==> config.mk <==
export PLATFORM = sky130hd
export DESIGN_NAME = target_led_pattern_engine
export DESIGN_NICKNAME = d
export VERILOG_FILES = /design/src/sv/tlpe_pkg.sv /design/src/sv/tlpe_front.sv /design/src/sv/tlpe_queue.sv /design/src/sv/tlpe_back.sv /design/src/sv/target_led_pattern_engine.sv
export SDC_FILE = /design/constraint.sdc
export NUM_CORES = 1
export LEC_CHECK = 0
export BUFFER_PORTS_ARGS = -buffer_cell sky130_fd_sc_hd__buf_4
export CELL_PAD_IN_SITES_DETAIL_PLACEMENT = 0
export CELL_PAD_IN_SITES_GLOBAL_PLACEMENT = 1
export CORE_MARGIN = 1.5
export CORE_UTILIZATION = 55
export DETAILED_ROUTE_END_ITERATION = 10
export PLACE_DENSITY = 0.95
export SLEW_MARGIN = 10
export SYNTH_ARGS = -nofsm -noshare
export SYNTH_HDL_FRONTEND = slang
export SYNTH_SLANG_ARGS = --single-unit
==> constraint.sdc <==
create_clock -name clock -period 13.6 [get_ports clock]
set_input_delay 0.68 -clock clock [delete_from_list [all_inputs] [get_ports clock]]
set_output_delay 0.68 -clock clock [all_outputs]
set_load 0.02 [all_outputs]
==> src/sv/tlpe_pkg.sv <==
// ----------------------------------------------------------------------------
// tlpe_pkg
// Shared constants, command word, tables and color scaling for the LED
// target pattern engine.
// ----------------------------------------------------------------------------
package tlpe_pkg;

   localparam int LEDS_PER_RING = 35;
   localparam int TARGET_COUNT  = 6;
   localparam int PLAYER_REGS   = 6;
   localparam int QUEUE_DEPTH   = 4;

   localparam int TGT_W  = (TARGET_COUNT > 1) ? $clog2(TARGET_COUNT) : 1;
   localparam int PREG_W = $clog2(PLAYER_REGS);
   localparam int CSR_IDX_W = 3;
   localparam int PIX_W  = 6;
   localparam int PHASE_W = 6;
   localparam int QPTR_W = $clog2(QUEUE_DEPTH);
   localparam int QCNT_W = $clog2(QUEUE_DEPTH + 1);

   localparam logic [PIX_W-1:0] RING_LAST = PIX_W'(LEDS_PER_RING - 1);
   localparam logic [PHASE_W-1:0] PHASE_WRAP = PHASE_W'(LEDS_PER_RING);

   // request operation
   localparam logic OP_MESSAGE = 1'b0;
   localparam logic OP_RENDER  = 1'b1;

   // MIDI commands (status high nibble)
   localparam logic [3:0] MIDI_NOTE_OFF = 4'h8;
   localparam logic [3:0] MIDI_NOTE_ON  = 4'h9;
   localparam logic [3:0] MIDI_CTRL     = 4'hB;

   // pattern codes
   localparam logic [3:0] PAT_OFF     = 4'd0;
   localparam logic [3:0] PAT_FLASH   = 4'd1;
   localparam logic [3:0] PAT_SOLID   = 4'd2;
   localparam logic [3:0] PAT_ROTATE  = 4'd3;
   localparam logic [3:0] PAT_COUNTER = 4'd4;

   typedef logic [1:0] cmd_kind_type;
   localparam cmd_kind_type KIND_NOTE_OFF = 2'd0;
   localparam cmd_kind_type KIND_NOTE_ON  = 2'd1;
   localparam cmd_kind_type KIND_REPLY    = 2'd2;
   localparam cmd_kind_type KIND_RENDER   = 2'd3;

   typedef struct packed {
      cmd_kind_type     kind;
      logic [TGT_W-1:0] target;
      logic [7:0]       status;
      logic [7:0]       data;   // note-on: {0, data2}; reply: data2 + targets
   } cmd_type;

   typedef struct packed {
      logic              full;
      logic [QCNT_W-1:0] count;
   } q_status_type;

   localparam logic [31:0] COLOR_RESET [PLAYER_REGS] = '{
      32'hFF000000, 32'h00FF0000, 32'h0000FF00,
      32'h60900000, 32'h00000000, 32'h88888800
   };

   function automatic logic [8:0] fade_level(input logic [PIX_W-1:0] idx);
      logic [8:0] lvl;
      case (idx)
         6'd14:   lvl = 9'd1;
         6'd15:   lvl = 9'd2;
         6'd16:   lvl = 9'd4;
         6'd17:   lvl = 9'd8;
         6'd18:   lvl = 9'd16;
         6'd19:   lvl = 9'd32;
         6'd20:   lvl = 9'd48;
         6'd21:   lvl = 9'd64;
         6'd22:   lvl = 9'd80;
         6'd23:   lvl = 9'd96;
         6'd24:   lvl = 9'd112;
         6'd25:   lvl = 9'd128;
         6'd26:   lvl = 9'd144;
         6'd27:   lvl = 9'd160;
         6'd28:   lvl = 9'd176;
         6'd29:   lvl = 9'd192;
         6'd30:   lvl = 9'd208;
         6'd31:   lvl = 9'd224;
         6'd32:   lvl = 9'd240;
         6'd33:   lvl = 9'd256;
         6'd34:   lvl = 9'd256;
         default: lvl = 9'd0;
      endcase
      return lvl;
   endfunction

   // one-shot decay; phases past the table read zero
   function automatic logic [8:0] flash_level(input logic [PHASE_W-1:0] ph);
      logic [8:0] lvl;
      case (ph)
         6'd0:    lvl = 9'd256;
         6'd1:    lvl = 9'd256;
         6'd2:    lvl = 9'd64;
         6'd3:    lvl = 9'd8;
         6'd4:    lvl = 9'd4;
         6'd5:    lvl = 9'd2;
         6'd6:    lvl = 9'd1;
         default: lvl = 9'd0;
      endcase
      return lvl;
   endfunction

   // (byte * b) >> 8 on G, R, B; white byte dropped
   function automatic logic [31:0] scale_color(input logic [31:0] c,
                                               input logic [8:0] b);
      logic [16:0] g;
      logic [16:0] r;
      logic [16:0] bl;
      g  = c[31:24] * b;
      r  = c[23:16] * b;
      bl = c[15:8] * b;
      return {g[15:8], r[15:8], bl[15:8], 8'h00};
   endfunction

endpackage

==> src/sv/tlpe_front.sv <==
// ----------------------------------------------------------------------------
// tlpe_front
// Accepts request words, decodes the MIDI command, drops ignored items and
// pushes one command word per kept item into the queue.
// ----------------------------------------------------------------------------
module tlpe_front (
   input  logic                  req_valid,
   output logic                  req_stall,
   input  logic                  req_operation,
   input  logic [7:0]            req_status_byte,
   input  logic [6:0]            req_data_one,
   input  logic [6:0]            req_data_two,
   input  logic [2:0]            req_render_target,
   input  tlpe_pkg::q_status_type q_status,
   output logic                  push,
   output tlpe_pkg::cmd_type     push_cmd
);
   import tlpe_pkg::*;

   logic [7:0] d1_ext;
   logic [7:0] rt_ext;
   logic       keep;

   assign d1_ext = {1'b0, req_data_one};
   assign rt_ext = {5'b0, req_render_target};

   always_comb begin
      keep            = 1'b0;
      push_cmd.kind   = KIND_RENDER;
      push_cmd.target = d1_ext[TGT_W-1:0];
      push_cmd.status = req_status_byte;
      push_cmd.data   = {1'b0, req_data_two};
      if (req_operation == OP_RENDER) begin
         keep            = (rt_ext < 8'(TARGET_COUNT));
         push_cmd.target = rt_ext[TGT_W-1:0];
      end else begin
         case (req_status_byte[7:4])
            MIDI_NOTE_OFF: begin
               keep          = (d1_ext < 8'(TARGET_COUNT));
               push_cmd.kind = KIND_NOTE_OFF;
            end
            MIDI_NOTE_ON: begin
               keep          = (d1_ext < 8'(TARGET_COUNT));
               push_cmd.kind = KIND_NOTE_ON;
            end
            MIDI_CTRL: begin
               keep          = 1'b1;
               push_cmd.kind = KIND_REPLY;
               push_cmd.data = {1'b0, req_data_two} + 8'(TARGET_COUNT);
            end
            default: keep = 1'b0;
         endcase
      end
   end

   assign req_stall = q_status.full;
   assign push      = req_valid && !q_status.full && keep;

endmodule

==> src/sv/tlpe_queue.sv <==
// ----------------------------------------------------------------------------
// tlpe_queue
// Small command FIFO between the decoder and the pattern sequencer.
// ----------------------------------------------------------------------------
module tlpe_queue (
   input  logic                   clock,
   input  logic                   reset,
   input  logic                   push,
   input  tlpe_pkg::cmd_type      push_cmd,
   input  logic                   pop,
   output logic                   head_valid,
   output tlpe_pkg::cmd_type      head_cmd,
   output tlpe_pkg::q_status_type q_status
);
   import tlpe_pkg::*;

   cmd_type           queue_ff [QUEUE_DEPTH];
   logic [QPTR_W-1:0] wr_ptr_ff, wr_ptr_in;
   logic [QPTR_W-1:0] rd_ptr_ff, rd_ptr_in;
   logic [QCNT_W-1:0] count_ff, count_in;
   logic              do_pop;

   assign head_valid     = (count_ff != '0);
   assign head_cmd       = queue_ff[rd_ptr_ff];
   assign q_status.full  = (count_ff == QCNT_W'(QUEUE_DEPTH));
   assign q_status.count = count_ff;
   assign do_pop         = pop && head_valid;

   always_comb begin
      wr_ptr_in = wr_ptr_ff;
      rd_ptr_in = rd_ptr_ff;
      count_in  = count_ff;
      if (push)
         wr_ptr_in = (wr_ptr_ff == QPTR_W'(QUEUE_DEPTH - 1)) ? '0 : wr_ptr_ff + 1'b1;
      if (do_pop)
         rd_ptr_in = (rd_ptr_ff == QPTR_W'(QUEUE_DEPTH - 1)) ? '0 : rd_ptr_ff + 1'b1;
      if (push && !do_pop)
         count_in = count_ff + 1'b1;
      else if (!push && do_pop)
         count_in = count_ff - 1'b1;
   end

   always_ff @(posedge clock) begin
      if (push)
         queue_ff[wr_ptr_ff] <= push_cmd;
   end

   always_ff @(posedge clock) begin
      if (reset) begin
         wr_ptr_ff <= '0;
         rd_ptr_ff <= '0;
         count_ff  <= '0;
      end else begin
         wr_ptr_ff <= wr_ptr_in;
         rd_ptr_ff <= rd_ptr_in;
         count_ff  <= count_in;
      end
   end

endmodule

==> src/sv/tlpe_back.sv <==
// ----------------------------------------------------------------------------
// tlpe_back
// Holds player colors and per-target state, executes queued commands and
// streams pixel or reply words through the output register.
// ----------------------------------------------------------------------------
module tlpe_back (
   input  logic                    clock,
   input  logic                    reset,
   input  logic                    csr_write_en,
   input  logic [tlpe_pkg::CSR_IDX_W-1:0] csr_index,
   input  logic [31:0]             csr_data,
   input  logic                    head_valid,
   input  tlpe_pkg::cmd_type       head_cmd,
   output logic                    pop,
   output logic                    rsp_valid,
   input  logic                    rsp_stall,
   output logic [31:0]             rsp_pixel_color,
   output logic                    rsp_last_pixel,
   output logic                    rsp_reply_valid,
   output logic [7:0]              rsp_reply_status,
   output logic [6:0]              rsp_reply_data_one,
   output logic [7:0]              rsp_reply_data_two
);
   import tlpe_pkg::*;

   logic [31:0]        color_ff   [PLAYER_REGS];
   logic [3:0]         pattern_ff [TARGET_COUNT];
   logic [3:0]         player_ff  [TARGET_COUNT];
   logic [PHASE_W-1:0] phase_ff   [TARGET_COUNT];

   // render sequencer
   logic               busy_ff, busy_in;
   logic [PIX_W-1:0]   pix_ff, pix_in;
   logic [PIX_W-1:0]   idx_ff, idx_in;
   logic [3:0]         pat_ff, pat_in;
   logic [31:0]        col_ff, col_in;
   logic [8:0]         flash_ff, flash_in;

   // output register
   logic               rsp_valid_ff, rsp_valid_in;
   logic [31:0]        color_out_ff, color_out_in;
   logic               last_ff, last_in;
   logic               reply_ff, reply_in;
   logic [7:0]         rstatus_ff, rstatus_in;
   logic [7:0]         rdata_ff, rdata_in;

   logic               out_free;
   logic               take;
   logic               emit;
   logic [3:0]         cur_pat;
   logic [3:0]         cur_player;
   logic [PHASE_W-1:0] cur_phase;
   logic [8:0]         level;
   logic [31:0]        pixel;

   assign out_free   = !rsp_valid_ff || !rsp_stall;
   assign take       = head_valid && !busy_ff && out_free;
   assign emit       = busy_ff && out_free;
   assign pop        = take;
   assign cur_pat    = pattern_ff[head_cmd.target];
   assign cur_player = player_ff[head_cmd.target];
   assign cur_phase  = phase_ff[head_cmd.target];

   always_comb begin
      level = (pat_ff == PAT_FLASH) ? flash_ff : fade_level(idx_ff);
      case (pat_ff)
         PAT_SOLID:                        pixel = col_ff;
         PAT_FLASH, PAT_ROTATE, PAT_COUNTER: pixel = scale_color(col_ff, level);
         default:                          pixel = '0;
      endcase
   end

   always_comb begin
      busy_in      = busy_ff;
      pix_in       = pix_ff;
      idx_in       = idx_ff;
      pat_in       = pat_ff;
      col_in       = col_ff;
      flash_in     = flash_ff;
      rsp_valid_in = rsp_valid_ff && rsp_stall;
      color_out_in = color_out_ff;
      last_in      = last_ff;
      reply_in     = reply_ff;
      rstatus_in   = rstatus_ff;
      rdata_in     = rdata_ff;
      if (emit) begin
         rsp_valid_in = 1'b1;
         color_out_in = pixel;
         last_in      = (pix_ff == RING_LAST);
         reply_in     = 1'b0;
         rstatus_in   = '0;
         rdata_in     = '0;
         pix_in       = pix_ff + 1'b1;
         if (pat_ff == PAT_ROTATE)
            idx_in = (idx_ff == '0) ? RING_LAST : idx_ff - 1'b1;
         else
            idx_in = (idx_ff == RING_LAST) ? '0 : idx_ff + 1'b1;
         if (pix_ff == RING_LAST)
            busy_in = 1'b0;
      end else if (take) begin
         case (head_cmd.kind)
            KIND_REPLY: begin
               rsp_valid_in = 1'b1;
               color_out_in = '0;
               last_in      = 1'b0;
               reply_in     = 1'b1;
               rstatus_in   = head_cmd.status;
               rdata_in     = head_cmd.data;
            end
            KIND_RENDER: begin
               busy_in  = 1'b1;
               pix_in   = '0;
               idx_in   = (cur_phase >= PHASE_WRAP) ? '0 : PIX_W'(cur_phase);
               pat_in   = (cur_pat > PAT_COUNTER) ? PAT_OFF : cur_pat;
               col_in   = (cur_player < 4'(PLAYER_REGS)) ?
                          color_ff[cur_player[PREG_W-1:0]] : '0;
               flash_in = flash_level(cur_phase);
            end
            default: ;
         endcase
      end
   end

   always_ff @(posedge clock) begin
      if (reset) begin
         for (int i = 0; i < PLAYER_REGS; i++)
            color_ff[i] <= COLOR_RESET[i];
      end else if (csr_write_en && (csr_index < CSR_IDX_W'(PLAYER_REGS))) begin
         color_ff[csr_index[PREG_W-1:0]] <= csr_data;
      end
   end

   always_ff @(posedge clock) begin
      if (reset) begin
         for (int i = 0; i < TARGET_COUNT; i++) begin
            pattern_ff[i] <= PAT_OFF;
            player_ff[i]  <= '0;
            phase_ff[i]   <= '0;
         end
      end else if (take) begin
         case (head_cmd.kind)
            KIND_NOTE_OFF: begin
               pattern_ff[head_cmd.target] <= PAT_OFF;
               phase_ff[head_cmd.target]   <= '0;
            end
            KIND_NOTE_ON: begin
               player_ff[head_cmd.target]  <= head_cmd.data[7:4];
               pattern_ff[head_cmd.target] <= head_cmd.data[3:0];
            end
            KIND_RENDER: begin
               case (cur_pat)
                  PAT_FLASH: begin
                     if (cur_phase >= PHASE_WRAP)
                        pattern_ff[head_cmd.target] <= PAT_OFF;
                     else
                        phase_ff[head_cmd.target] <= cur_phase + 1'b1;
                  end
                  PAT_ROTATE, PAT_COUNTER:
                     phase_ff[head_cmd.target] <=
                        (cur_phase >= PHASE_WRAP) ? '0 : cur_phase + 1'b1;
                  PAT_SOLID: ;
                  default:   phase_ff[head_cmd.target] <= '0;
               endcase
            end
            default: ;
         endcase
      end
   end

   always_ff @(posedge clock) begin
      if (reset) begin
         busy_ff      <= 1'b0;
         rsp_valid_ff <= 1'b0;
      end else begin
         busy_ff      <= busy_in;
         rsp_valid_ff <= rsp_valid_in;
      end
   end

   always_ff @(posedge clock) begin
      pix_ff       <= pix_in;
      idx_ff       <= idx_in;
      pat_ff       <= pat_in;
      col_ff       <= col_in;
      flash_ff     <= flash_in;
      color_out_ff <= color_out_in;
      last_ff      <= last_in;
      reply_ff     <= reply_in;
      rstatus_ff   <= rstatus_in;
      rdata_ff     <= rdata_in;
   end

   assign rsp_valid          = rsp_valid_ff;
   assign rsp_pixel_color    = color_out_ff;
   assign rsp_last_pixel     = last_ff;
   assign rsp_reply_valid    = reply_ff;
   assign rsp_reply_status   = rstatus_ff;
   assign rsp_reply_data_one = '0;
   assign rsp_reply_data_two = rdata_ff;

endmodule

==> src/sv/target_led_pattern_engine.sv <==
// ----------------------------------------------------------------------------
// target_led_pattern_engine
// Per-target LED pattern state driven by MIDI words; renders one ring of
// pixel colors per render word.
//
//   port group   dir   handshake           contents
//   req_*        in    req_valid/stall     operation, MIDI bytes, target
//   rsp_*        out   rsp_valid/stall     pixel color or control reply
//   csr_*        in    csr_write_en        player color registers 0..5
//
// A render in the sequencer first loads the target, then emits 35 pixels at
// one per cycle unless rsp_stall holds the output. Note words update state.
// A 4-word command queue decouples the request side from the sequencer.
// Reset is synchronous: colors go to defaults, all target state to zero.
// rsp_stall freezes a valid output word and the sequencer; req_stall rises
// only when the queue is full.
// ----------------------------------------------------------------------------
module target_led_pattern_engine (
   input  logic        clock,
   input  logic        reset,
   input  logic        req_valid,
   output logic        req_stall,
   input  logic        req_operation,
   input  logic [7:0]  req_status_byte,
   input  logic [6:0]  req_data_one,
   input  logic [6:0]  req_data_two,
   input  logic [2:0]  req_render_target,
   output logic        rsp_valid,
   input  logic        rsp_stall,
   output logic [31:0] rsp_pixel_color,
   output logic        rsp_last_pixel,
   output logic        rsp_reply_valid,
   output logic [7:0]  rsp_reply_status,
   output logic [6:0]  rsp_reply_data_one,
   output logic [7:0]  rsp_reply_data_two,
   input  logic        csr_write_en,
   input  logic [tlpe_pkg::CSR_IDX_W-1:0] csr_index,
   input  logic [31:0] csr_data
);
   import tlpe_pkg::*;

   logic         push;
   cmd_type      push_cmd;
   logic         pop;
   logic         head_valid;
   cmd_type      head_cmd;
   q_status_type q_status;

   tlpe_front u_front (
      .req_valid         (req_valid),
      .req_stall         (req_stall),
      .req_operation     (req_operation),
      .req_status_byte   (req_status_byte),
      .req_data_one      (req_data_one),
      .req_data_two      (req_data_two),
      .req_render_target (req_render_target),
      .q_status          (q_status),
      .push              (push),
      .push_cmd          (push_cmd)
   );

   tlpe_queue u_queue (
      .clock      (clock),
      .reset      (reset),
      .push       (push),
      .push_cmd   (push_cmd),
      .pop        (pop),
      .head_valid (head_valid),
      .head_cmd   (head_cmd),
      .q_status   (q_status)
   );

   tlpe_back u_back (
      .clock              (clock),
      .reset              (reset),
      .csr_write_en       (csr_write_en),
      .csr_index          (csr_index),
      .csr_data           (csr_data),
      .head_valid         (head_valid),
      .head_cmd           (head_cmd),
      .pop                (pop),
      .rsp_valid          (rsp_valid),
      .rsp_stall          (rsp_stall),
      .rsp_pixel_color    (rsp_pixel_color),
      .rsp_last_pixel     (rsp_last_pixel),
      .rsp_reply_valid    (rsp_reply_valid),
      .rsp_reply_status   (rsp_reply_status),
      .rsp_reply_data_one (rsp_reply_data_one),
      .rsp_reply_data_two (rsp_reply_data_two)
   );

   a_reset_idle: assert property (@(posedge clock)
      reset |=> !rsp_valid)
      else $error("output word valid right after reset");

   a_reply_form: assert property (@(posedge clock) disable iff (reset)
      (rsp_valid && rsp_reply_valid) |-> (rsp_pixel_color == 32'd0 && !rsp_last_pixel))
      else $error("control reply carries pixel data");

   a_queue_bound: assert property (@(posedge clock) disable iff (reset)
      q_status.count <= QCNT_W'(QUEUE_DEPTH))
      else $error("command queue overflow");

   a_no_push_full: assert property (@(posedge clock) disable iff (reset)
      push |-> !q_status.full)
      else $error("command pushed into full queue");

endmodule

==> impl_metrics.json, run 1 <==
{
  "period_needed_ns": 6.33,
  "h-tree-depth": 2,
  "num_rows": 83,
  "grt_pass1_wl_um": 102000,
  "postRouteAntennaNets": 0,
  "num_antenna_cells": 0,
  "finalSetupViolations": 0,
  "skew_ns": 0.0273,
  "vias": 18227,
  "clockBufferDepth": 3,
  "drtIter0Drc": 1665,
  "fin_crit_sh_pct": 46.6,
  "worstSetupPathType": "register to register",
  "cts_resized": 0,
  "clk_pin_slew_ns": 0.06,
  "firstDrtPassIters": 6,
  "overflow": 0,
  "synth.distinct_cells": 79,
  "max_cap_viol_count": 0,
  "fin_tns_setup_ns": 0,
  "clock_latency_ns": 0.61,
  "dp_cells": 3060,
  "status": "finished, final reports clean",
  "async_flop_share_pct": 0,
  "worstHoldPathType": "primary input to register",
  "crit_fanout": 24,
  "hold_viol": 0,
  "start_util_pct": 55.7,
  "dieWidth_um": 231,
  "netlist_area_um2": 28600,
  "syn_inst": 2337,
  "final_max_slew_viol_count": 0,
  "gp_congestion": 0.871,
  "synth.avg_cell_area_um2": 12.2,
  "cts_made_buffers": 50,
  "port_buffers": 117,
  "worstHoldPathCells": 1,
  "worstRegToRegCells": 18,
  "seq_area_frac_synth_pct": 52.6,
  "dp_hpwl_um": 43200,
  "antenna_found_initial": 1,
  "ioPinCount": 125,
  "layout_commonest_cell": "edfxtp_1",
  "cts.sinks": 512,
  "mostFrequentLayoutCells": "edfxtp_1 (475), nor2_1 (260), inv_1 (241)",
  "leakagePower_nw": 12.8,
  "drc": 0,
  "tightest_slew_ns": 1.13,
  "ys_warn_count": 0,
  "die_area_um2": 53300,
  "cp-end-kind": "register",
  "slew-limit-headroom_pct": 23.8,
  "synthToLayoutAreaGrowth_pct": 11.3,
  "cts_tree": "yes",
  "ir_drop_mv": 0.133,
  "synth_flop_cell": "edfxtp_1",
  "critPathArrivalTime_ns": 6.65,
  "postCtsHoldBufs": 0,
  "powerDensity_nw_per_um2": 202,
  "synth_seq_cells": 512,
  "coreArea_um2": 51300,
  "viasPerCell": 5.78,
  "stdcell_count": 3153,
  "cts_setup_buffers": 0,
  "fmax_mhz": 158,
  "finalNetCount": 2735,
  "routed_wl_um": 64500,
  "rsz0062_at_grt": "no",
  "grt.total_usage_pct": 24.7,
  "fp.dieH_um": 231,
  "synth_edf_count": 475,
  "wl_per_cell_um": 20.4,
  "grt_max_degree": 51,
  "grt_pass1_vias": 18953,
  "drive_above_1_share_pct": 13.9,
  "critPathRequiredTime_ns": 13.92,
  "root_buffer": "clkbuf_16",
  "cp-start-kind": "register"
}
## synth_stat cells (all sizes together) (5+ instances only)
library cell,count,area share [%]
clkbuf,73,0.96
dfxtp,37,2.6
nand2,220,2.9
fa,121,8.5
nand3,36,0.65
mux4,72,5.7
ha,116,5.1
nor4,5,0.11
mux2,16,0.63
or3,9,0.20
xnor2,31,0.95
a22oi,17,0.45
mux2i,88,3.1
nor3,18,0.32
nor2b,62,1.4
o21ai,65,1.2
and2,149,3.3
nor2,264,3.5
buf,42,0.96
a31oi,5,0.11
nand2b,21,0.46
xor2,10,0.31
a21o,8,0.21
edfxtp,475,50
a21oi,30,0.53
nand4,12,0.28
and3,21,0.46
inv,242,3.2
## cells by family (layout without fill, tap and decap cells)
family / Yosys count / count (layout) / share of synthesized area, %
AND/OR/NAND/NOR: 842 / 842 / 14.2
buffers and inverters: 357 / 486 / 5.10
adder cells (fa/ha/maj): 237 / 237 / 13.6
multiplexers: 176 / 176 / 9.42
AO/OA/AOI/OAI: 171 / 171 / 3.85
flip-flops: 512 / 512 / 52.6
XOR/XNOR: 41 / 41 / 1.26
other: 1 / 8 / 0.0131
## per-stage QoR
stage                     worst slack, ns  utilization [%]  hold WS [ns]  total power [W]  area (um2)
after floorplan                      7.61                -         0.454          0.00420       28600
final                                7.27             62.0         0.277          0.00643       31800
after global placement               7.43             58.6         0.452          0.00491       30100
after CTS                            7.27             62.0         0.242          0.00645       31800
after global routing                 6.95             62.0         0.254          0.00681       31800
after detailed placement             7.28             58.6         0.490          0.00500       30100
## final timing paths
check | startpoint | slack [ns] | to
worst max-delay path | u_back.pat_ff[3] | 7.27 | u_back.rsp_pixel_color[31]
worst min-delay path | req_status_byte[0] | 0.28 | u_queue.queue_ff[3][8]
worst max register to register | u_back.pat_ff[3] | 7.27 | u_back.rsp_pixel_color[31]
worst min register to register | u_queue.rd_ptr_ff[1] | 0.50 | register
## power breakdown
group	switching [W]	leakage, nW	internal, W
Clock	0.000608	0.804	0.000819
Combinational	0.00164	7.13	0.00109
Sequential	0.000219	4.90	0.00205
Total	0.00247	12.8	0.00396
## area by class of cell
| class | count | area, um2 |
|---|---|---|
| fillers | 3891 | 19500 |
| flip-flops and latches | 512 | 15000 |
| multi-input cells | 1475 | 12200 |
| clock buffers | 59 | 1280 |
| repair buffers | 151 | 1130 |
| inverters | 242 | 908 |
| well taps | 680 | 851 |
| clock inverters | 34 | 418 |
## registers in the layout, summed over array words and instances, names as in the netlist, 8 cells and up, named ones only
signal / flops
u_back.color_ff: 192
u_back.rsp_reply_status: 8
u_back.player_ff: 32
u_back.pattern_ff: 32
u_back.col_ff: 32
u_back.rsp_reply_data_two: 8
u_queue.queue_ff: 84
u_back.phase_ff: 48
u_back.rsp_pixel_color: 32
## per-layer routing
metal / part of all wire, % / global-route usage [%]
met3: 6.9 / 3.82
met4: 3.2 / 8.78
met5: 0.020 / 0
met2: 50 / 42.5
met1: 40 / 31.8
## critical path, stage by stage (launching register included)
cell and delay [ns]:
edfxtp_1 0.49, nor4b_2 0.31, buf_4 0.24, mux2_2 0.55
and2_1 0.26, fa_1 0.44, fa_1 0.49, inv_1 0.05
fa_1 0.53, inv_1 0.05, fa_1 0.45, ha_1 0.32
a21o_1 0.17, a221oi_1 0.48, o21ai_1 0.25, o41a_1 0.42
a311oi_1 0.35, xnor2_1 0.15, o21ai_0 0.08
No activity file was read; power rests on OpenSTA's default activity.
==> inputs of run 2 (changes only) <==
- CORE_UTILIZATION: 55 -> 51
- PLACE_DENSITY: 0.95 -> 0.91
- clock period: 13.6 -> 6.3 ns (I/O delays scaled with it)
==> impl_metrics.json, run 2 (synthesis gave the netlist of run 1 again) <==
{
  "status": "finished, final reports clean",
  "reg_top3": "u_back.color_ff x192, u_queue.queue_ff x84, u_back.phase_ff x48",
  "crit_fanout": 9,
  "hold_viol": 0,
  "finalNetCount": 2786,
  "firstDrtPassIters": 6,
  "ioPinCount": 125,
  "fin_crit_sh_pct": 94.4,
  "slew-limit-headroom_pct": 20.5,
  "worstRegToRegCells": 18,
  "powerDensity_nw_per_um2": 431,
  "max_cap_viol_count": 0,
  "stdcell_count": 3272,
  "fill_cells": 4352,
  "finalSetupViolations": 0,
  "dp_cells": 3144,
  "grt.total_usage_pct": 23.7,
  "worstSetupPathType": "register to register",
  "cts_tree": "yes",
  "total_power_w": 0.0139,
  "overflow": 0,
  "fp.dieH_um": 240,
  "coreArea_um2": 55200,
  "die_area_um2": 57400,
  "multi_input_area_um2": 12200,
  "critPathRequiredTime_ns": 6.65,
  "synthToLayoutAreaGrowth_pct": 13.1,
  "drive_above_1_share_pct": 14.1,
  "period_needed_ns": 5.95,
  "worstHoldPathCells": 2,
  "grt_max_degree": 49,
  "drc": 0,
  "wl_per_cell_um": 20.3,
  "fmax_mhz": 168,
  "clockBufferDepth": 3,
  "clock_latency_ns": 0.62,
  "routed_wl_um": 66300,
  "worstHoldPathType": "primary input to register",
  "cp-end-kind": "register",
  "skew_ns": 0.0300,
  "mostFrequentLayoutCells": "edfxtp_1 (475), nor2_1 (261), inv_1 (241)",
  "critPathArrivalTime_ns": 6.30,
  "postRouteAntennaNets": 0,
  "rsz0062_at_grt": "no",
  "drtIter0Drc": 1505,
  "clk_pin_slew_ns": 0.07,
  "root_buffer": "clkbuf_16",
  "largest_register": "u_back.color_ff",
  "vias": 18358,
  "num_rows": 86,
  "ff_latch_area_um2": 15000,
  "num_antenna_cells": 0,
  "grt_pass1_wl_um": 104000,
  "largest_register_ffs": 192,
  "cts_made_buffers": 52,
  "startpoint": "u_back.pat_ff[0]",
  "tightest_slew_ns": 1.18,
  "port_buffers": 117,
  "final_max_slew_viol_count": 0,
  "viasPerCell": 5.61,
  "layout_commonest_cell": "edfxtp_1",
  "cp-start-kind": "register",
  "fin_tns_setup_ns": 0,
  "gp_congestion": 0.895,
  "ir_drop_mv": 0.293,
  "h-tree-depth": 2,
  "dieWidth_um": 240,
  "min_from": "csr_data[11]",
  "cts.sinks": 512,
  "r2r_start": "u_back.pat_ff[0]",
  "antenna_found_initial": 0,
  "start_util_pct": 51.7,
  "dp_hpwl_um": 44700,
  "grt_pass1_vias": 19295,
  "leakagePower_nw": 13.1
}
run 2: worst max-delay path, cell delays in order (launching register included):
cell and delay (ns):
edfxtp_1 0.47, nor4b_4 0.19, buf_4 0.19, nor2b_1 0.78
buf_4 0.31, and2_1 0.17, fa_1 0.43, fa_1 0.53
fa_1 0.51, inv_1 0.05, fa_1 0.49, inv_1 0.05
ha_1 0.21, or3_1 0.38, o2111ai_1 0.31, nand4b_1 0.14
nand3_1 0.12, nor3_1 0.05, a221o_1 0.29
run 2: final cells by class:
cell class | instances | share of cell area [%]
sequential | 512 | 46.5
multi-input combinational | 1475 | 37.8
timing repair buffer | 200 | 4.94
clock buffer | 67 | 4.33
tap | 748 | 2.90
inverter | 242 | 2.81
clock inverter | 28 | 0.783
run 2: worst paths after layout:
kind                                endpoint  slack (ns)
hold reg to reg       u_back.rsp_reply_valid        0.48
setup / recovery  u_back.rsp_pixel_color[23]        0.35
setup reg to reg  u_back.rsp_pixel_color[23]        0.35
hold / removal        u_back.color_ff[4][11]        0.03
run 2: what timing repair did:
action | in CTS | in global routing
endpoints found under the hold margin | 60 | 0
resized for setup | 0 | 5
setup buffers | 0 | 0
endpoints found under the setup margin | 0 | 6
hold buffers | 33 | 0
run 2: metal layers:
layer | up-vias | track usage, % | share of wire (%)
met4 | 0 | 8.73 | 3.0
met3 | 120 | 3.86 | 7.2
met5 | - | 0 | 0
met1 | 9192 | 30.6 | 40
met2 | 698 | 40.4 | 50
li1 | 8348 | - | -
run 2: stage by stage:
stage	utilization (%)	area (um2)	setup slack (ns)	hold WS, ns
detailed placement	54.9	30300	0.162	0.469
CTS	58.5	32300	0.158	0.00719
global route	58.5	32300	0.0500	0.0105
global placement	54.9	30300	0.248	0.454
floorplan	-	28600	0.307	0.414
finish	58.5	32300	0.351	0.0258
run 2: where the power goes:
part | total (W) | internal [W] | switching, W | leakage [nW]
registers | 0.00493 | 0.00442 | 0.000508 | 4.90
clock network | 0.00299 | 0.00166 | 0.00133 | 0.798
logic | 0.00599 | 0.00244 | 0.00355 | 7.36
total | 0.0139 | 0.00852 | 0.00539 | 13.1
